`config.mk`:
```
export PLATFORM = sky130hd
export DESIGN_NAME = iidl_cell
export DESIGN_NICKNAME = d
export VERILOG_FILES = /design/src/hdl/iidl_pkg.sv /design/src/hdl/iidl_cell.sv
export SDC_FILE = /design/constraint.sdc
export NUM_CORES = 1
export LEC_CHECK = 0
export BUFFER_PORTS_ARGS = -buffer_cell sky130_fd_sc_hd__buf_2
export CORE_ASPECT_RATIO = 2
export CORE_MARGIN = 4
export CORE_UTILIZATION = 40
export CTS_CLUSTER_DIAMETER = 30
export CTS_CLUSTER_SIZE = 28
export DETAILED_ROUTE_END_ITERATION = 12
export GPL_TIMING_DRIVEN = 0
export PLACE_DENSITY_LB_ADDON = 0.15
export SYNTH_ARGS = -nofsm -noshare
export SYNTH_HDL_FRONTEND = slang
export SYNTH_SLANG_ARGS = --single-unit
```
`constraint.sdc`:
```
create_clock -name clk -period 5.6 [get_ports clk]
set_input_delay 1.68 -clock clk [delete_from_list [all_inputs] [get_ports clk]]
set_output_delay 1.68 -clock clk [all_outputs]
set_load 0.05 [all_outputs]
```
`src/hdl/iidl_pkg.sv`:
```
package iidl_pkg;

  localparam int CAPACITY = 64;
  localparam int VAL_W    = 32;
  localparam int POS_W    = 7;
  localparam int LEN_W    = 7;
  localparam int CNT_W    = $clog2(CAPACITY + 1);
  localparam int CMP_W    = (CNT_W > POS_W) ? CNT_W : POS_W;

  typedef enum logic [2:0] {
    REQ_READ     = 3'd0,
    REQ_INS_HEAD = 3'd1,
    REQ_INS_TAIL = 3'd2,
    REQ_INS_POS  = 3'd3,
    REQ_DELETE   = 3'd4
  } req_t;

  typedef enum logic [1:0] {
    ST_DONE   = 2'd0,
    ST_BADPOS = 2'd1,
    ST_FULL   = 2'd2
  } status_t;

  // shift control broadcast to every cell
  typedef struct packed {
    logic             ins;
    logic             del;
    logic [CMP_W-1:0] pos;
  } cell_ctl_t;

endpackage

```
`src/hdl/iidl_cell.sv`:
```
module iidl_cell (
  input  logic                      clk,
  input  iidl_pkg::cell_ctl_t       ctl,
  input  logic [iidl_pkg::CMP_W-1:0] idx,
  input  logic [iidl_pkg::VAL_W-1:0] ins_val,
  input  logic [iidl_pkg::VAL_W-1:0] left_val,
  input  logic [iidl_pkg::VAL_W-1:0] right_val,
  output logic [iidl_pkg::VAL_W-1:0] val,
  output logic [iidl_pkg::VAL_W-1:0] rd_val
);
  import iidl_pkg::*;

  logic [VAL_W-1:0] val_r;
  logic [VAL_W-1:0] val_nxt;

  // insert moves the lower neighbor up, delete pulls the upper neighbor down
  always_comb begin
    val_nxt = val_r;
    if (ctl.ins) begin
      if (idx > ctl.pos) begin
        val_nxt = left_val;
      end else if (idx == ctl.pos) begin
        val_nxt = ins_val;
      end
    end else if (ctl.del) begin
      if (idx >= ctl.pos) begin
        val_nxt = right_val;
      end
    end
  end

  always_ff @(posedge clk) begin
    val_r <= val_nxt;
  end

  assign val    = val_r;
  // contribution to the read bus
  assign rd_val = (idx == ctl.pos) ? val_r : '0;

endmodule

```
# Yosys cells after proc, flatten, opt, wreduce, memory -nomap -nowiden
# Cells that the tools add are included.
dict set report totals {
  regBits 32
  word_cells 14
  inputBits 113
  out_inout_bits 64
}
dict set report classes {
  muxes 6
  reduce_logical 3
  eq_ne 2
  order_cmp 2
}
# cell count
set ops {}
lappend ops {{2-to-1 mux 32 bit} 6}
lappend ops {{== test 7 bit} 1}
lappend ops {{>= comparator 7 bit} 1}
lappend ops {{greater-than comparator 7 bit} 1}
lappend ops {{nonzero test 2 bit} 2}
lappend ops {{!= test 3 x 1 -> 1 bit (second input constant)} 1}
lappend ops {{AND reduction 3 bit} 1}

# Depth between registers and ports, before layout
dict set report depth {
  depth_word 4
  ltp_mapped 9
  ltp_nobuf 6
}

# Worst setup path after synthesis
# Ideal clock, no wire load.
dict set report synth_timing {
  path_kind {input port to output port}
  from {input port ctl[6] (netlist name)}
  to {output port rd_val[22] (netlist name)}
  required_time_ns 3.920
  t_arrival_ns 2.985
  setup_slack_ns 0.935
  n_path_buf 2
  stages 6
  path_cell_list {inv_1 > ha_1 > and4_1 > buf_6 > clkbuf_1 > and3_1}
}
dict set report synth_between {
  elab_chain_cells 2
}
# item line_no
set synth_lines {}
lappend synth_lines {{from (decl)} iidl_cell.sv:3} ;# input iidl_pkg::cell_ctl_t ctl,
lappend synth_lines {{== test 7 bit} iidl_cell.sv:38} ;# assign rd_val = (idx == ctl.pos) ? val_r : '0;
lappend synth_lines {{2-to-1 mux 32 bit} iidl_cell.sv:38}
lappend synth_lines {{to (decl)} iidl_cell.sv:9} ;# output logic [iidl_pkg::VAL_W-1:0] rd_val
# Every way passes these cells.

# Worst setup path in the final report
dict set report layout_timing {
  from {input port ctl[6] (netlist name)}
  to {output port rd_val[11] (netlist name)}
}
# Same word-level chain as after synthesis.

==> flow_summary.yaml <==
logic_synthesis:
  netlist_area_sq_um: 2630
  synthesis.instances: 295
  synth_seq_area_share_pct: 36.5
  syn_area_per_cell_sq_um: 8.92
  ys_types: 24
  syn-num-nets: 415
  synth_seq_cells: 32
  ys_warn_count: 0
detailed_routing:
  drt_wl_total_microns: 10000
  post-route-drc-count: 0
  post_drt_wl_per_cell_microns: 17.7
  detail_route.first_pass.iterations: 4
  detailedRoute.firstIterationViolations: 199
  antenna_violating_nets_post_route: 0
  via_per_inst: 5.72
  dr_total_vias: 3234
floorplan:
  dieArea_sq_um: 8020
  io_pins: 177
  dieWidth_microns: 65.4
  core-area_sq_um: 6360
  die_h_microns: 123
  placement_rows: 41
  floorplan.initialDensity_pct: 41.4
grt:
  grt_antenna_before_repair: 0
  grt.total_usage_pct: 24.8
  grt_overflow_total: 0
  grt_pass1_wl_microns: 15300
  grt_max_degree: 19
  grt_pass1_vias: 3175
timing:
  setup_violation_total_in_the_final_timing_report: 0
  finalMaxSlewViolations: 0
  timing.final.hold_violations: 0
  setup-tns-final_ns: 0
  worstMarginPinSlew_ns: 0.602
  grt_setup_unrepaired: "no"
  period_needed_ns: 4.98
  slew-limit-headroom_pct: 59.8
  final.setup.worst_slack_ns: 0.623
  max_freq_mhz: 201
  final_min_period_over_clock_period_pct: 88.9
  minimum_hold_slack_ns: 1.73
layout:
  area_growth_pct: 44.1
  design_area_sq_um: 3790
  drive_gt1_share_pct: 42.8
  largest_register_ff_count: 32
  finalNetCount: 598
  fillers: 643
  final-instance-count-excl-fill: 565
  n_antenna_cell: 0
cts:
  cts-buffers-inserted: 5
  tritoncts_num_sinks: 32
  clk_transition_reported_paths_ns: 0.05
  h-tree-depth: 2
  clockRootBuffer: "sky130_fd_sc_hd__clkbuf_16"
  post_cts_sizing: 0
  cts.path.max_buffers: 2
  cts_tree: "done"
  cts_setup_buffers: 0
  post_cts_hold_buffer_count: 0
worst_setup_path:
  worst_setup_path_end_kind: "primary output"
  critPathLaunchType: "input pin"
  crit_type: "input pin to primary output"
  worst_ep_arrival_time_ns: 3.30
  cp_max_fo: 10
  cp.required_ns: 3.92
flow_run:
  timing.max_cap.violations: 0
pwr:
  worst_ir_drop_vdd_v: 0.000173
  pwr_dens_nw_per_um2: 252
  p_leak_nw: 1.86
run_status:
  outcome: "finished, final reports clean"
place:
  hpwl_after_detailed_placement_microns: 7780
  postPlaceCellArea_sq_um: 3650
  number_of_placed_instances_with_taps_included: 557
  routabilityCongestion: 0.828
  buffer_ports.inserted: 175
  place_ws_ns: 0.627
min_path:
  hold_class: "input pin to flop"
[worst paths after layout]
kind / start / end / cells after the start
max: ctl[6] / rd_val[11] / 8
min: ins_val[28] / val[28] / 3
[layout make-up]
| type | instances | area [sq um] | share of cell area, % |
|---|---|---|---|
| clock buffer | 5 | 125 | 3.30 |
| inverter | 7 | 26.3 | 0.693 |
| timing repair buffer | 176 | 903 | 23.8 |
| sequential | 32 | 961 | 25.3 |
| clock inverter | 3 | 13.8 | 0.363 |
| multi-input combinational | 215 | 1440 | 37.9 |
| buffer | 41 | 218 | 5.74 |
| tap | 86 | 108 | 2.84 |
[cells in the mapped netlist]
| cell type | number | area share (%) |
|---|---|---|
| sky130_fd_sc_hd__nor2b_1 | 32 | 7.6 |
| sky130_fd_sc_hd__nor2_1 | 1 | 0.14 |
| sky130_fd_sc_hd__buf_2 | 12 | 2.3 |
| sky130_fd_sc_hd__buf_6 | 5 | 2.1 |
| sky130_fd_sc_hd__a31oi_1 | 32 | 7.6 |
| sky130_fd_sc_hd__buf_4 | 3 | 0.86 |
| sky130_fd_sc_hd__and3b_1 | 1 | 0.33 |
| sky130_fd_sc_hd__o21a_1 | 2 | 0.57 |
| sky130_fd_sc_hd__and3_1 | 33 | 7.8 |
| sky130_fd_sc_hd__a21oi_1 | 3 | 0.57 |
| sky130_fd_sc_hd__inv_1 | 7 | 1.0 |
| sky130_fd_sc_hd__buf_1 | 3 | 0.43 |
| sky130_fd_sc_hd__nand2_1 | 2 | 0.29 |
| sky130_fd_sc_hd__clkbuf_1 | 18 | 2.6 |
| sky130_fd_sc_hd__and2_4 | 1 | 0.33 |
| sky130_fd_sc_hd__nand4_1 | 32 | 7.6 |
| sky130_fd_sc_hd__and4_1 | 1 | 0.33 |
| sky130_fd_sc_hd__ha_1 | 7 | 3.3 |
| sky130_fd_sc_hd__o2111ai_1 | 32 | 11 |
| sky130_fd_sc_hd__o31ai_1 | 1 | 0.29 |
| sky130_fd_sc_hd__edfxtp_1 | 32 | 37 |
| sky130_fd_sc_hd__nand3_1 | 32 | 6.1 |
| sky130_fd_sc_hd__o21ai_1 | 2 | 0.38 |
| sky130_fd_sc_hd__a21o_1 | 1 | 0.29 |
[where the power goes]
| group | internal (mW) | leakage, nW | switching (mW) | total [mW] |
|---|---|---|---|---|
| clock network | 0.161 | 0.0710 | 0.104 | 0.266 |
| logic | 0.103 | 1.49 | 0.257 | 0.360 |
| registers | 0.314 | 0.298 | 0.0177 | 0.332 |
| total | 0.578 | 1.86 | 0.379 | 0.958 |
[placed cells by master (no fill, tap or decap)]
cell	synthesis	routed
sky130_fd_sc_hd__buf_1	3	3
sky130_fd_sc_hd__nand3_1	32	32
sky130_fd_sc_hd__nand4_1	32	32
sky130_fd_sc_hd__and3b_1	1	1
sky130_fd_sc_hd__nand2_1	2	2
sky130_fd_sc_hd__a31oi_1	32	32
sky130_fd_sc_hd__clkinv_2	0	2
sky130_fd_sc_hd__a21o_1	1	1
sky130_fd_sc_hd__ha_1	7	7
sky130_fd_sc_hd__buf_4	3	3
sky130_fd_sc_hd__o21a_1	2	2
sky130_fd_sc_hd__nor2_1	1	1
sky130_fd_sc_hd__clkbuf_16	0	5
sky130_fd_sc_hd__clkbuf_1	18	18
sky130_fd_sc_hd__nor2b_1	32	32
sky130_fd_sc_hd__o31ai_1	1	1
sky130_fd_sc_hd__a21oi_1	3	2
sky130_fd_sc_hd__a21oi_4	0	1
sky130_fd_sc_hd__edfxtp_1	32	32
sky130_fd_sc_hd__and4_1	1	1
sky130_fd_sc_hd__buf_2	12	187
sky130_fd_sc_hd__o21ai_1	2	2
sky130_fd_sc_hd__buf_6	5	5
sky130_fd_sc_hd__inv_1	7	7
sky130_fd_sc_hd__o2111ai_1	32	32
sky130_fd_sc_hd__and2_4	1	1
sky130_fd_sc_hd__buf_16	0	1
sky130_fd_sc_hd__clkinv_1	0	1
sky130_fd_sc_hd__and3_1	33	33
[routing by layer]
metal / part of all wire (%) / global-route usage [%] / vias to the layer above
met3: 7.2 / 4.03 / 12
met5: 0 / 0 / -
li1: - / - / 1553
met2: 55 / 46.7 / 155
met1: 36 / 26.6 / 1514
met4: 1.9 / 10.0 / 0
[worst max-delay path, cell delays in order]
cell and delay [ns]:
sky130_fd_sc_hd__buf_2 0.08, sky130_fd_sc_hd__inv_1 0.03, sky130_fd_sc_hd__ha_1 0.29, sky130_fd_sc_hd__and4_1 0.20, sky130_fd_sc_hd__buf_6 0.15, sky130_fd_sc_hd__clkbuf_1 0.35
sky130_fd_sc_hd__and3_1 0.24, sky130_fd_sc_hd__buf_2 0.26
[kinds of logic after synthesis]
| group | after synthesis | share of synthesized area [%] |
|---|---|---|
| buf+inv | 48 | 9.27 |
| compound gates | 73 | 20.3 |
| fa+ha+maj | 7 | 3.33 |
| simple gates | 135 | 30.6 |
| flops | 32 | 36.5 |
[stage by stage]
stage	util, %	total power, mW
2_1_floorplan	-	0.576
3_3_place_gp	56.8	0.687
3_5_place_dp	57.5	0.697
4_1_cts	59.6	0.960
5_1_grt	59.6	0.997
6_report	59.6	0.958
(Power assumes the default switching activity.)
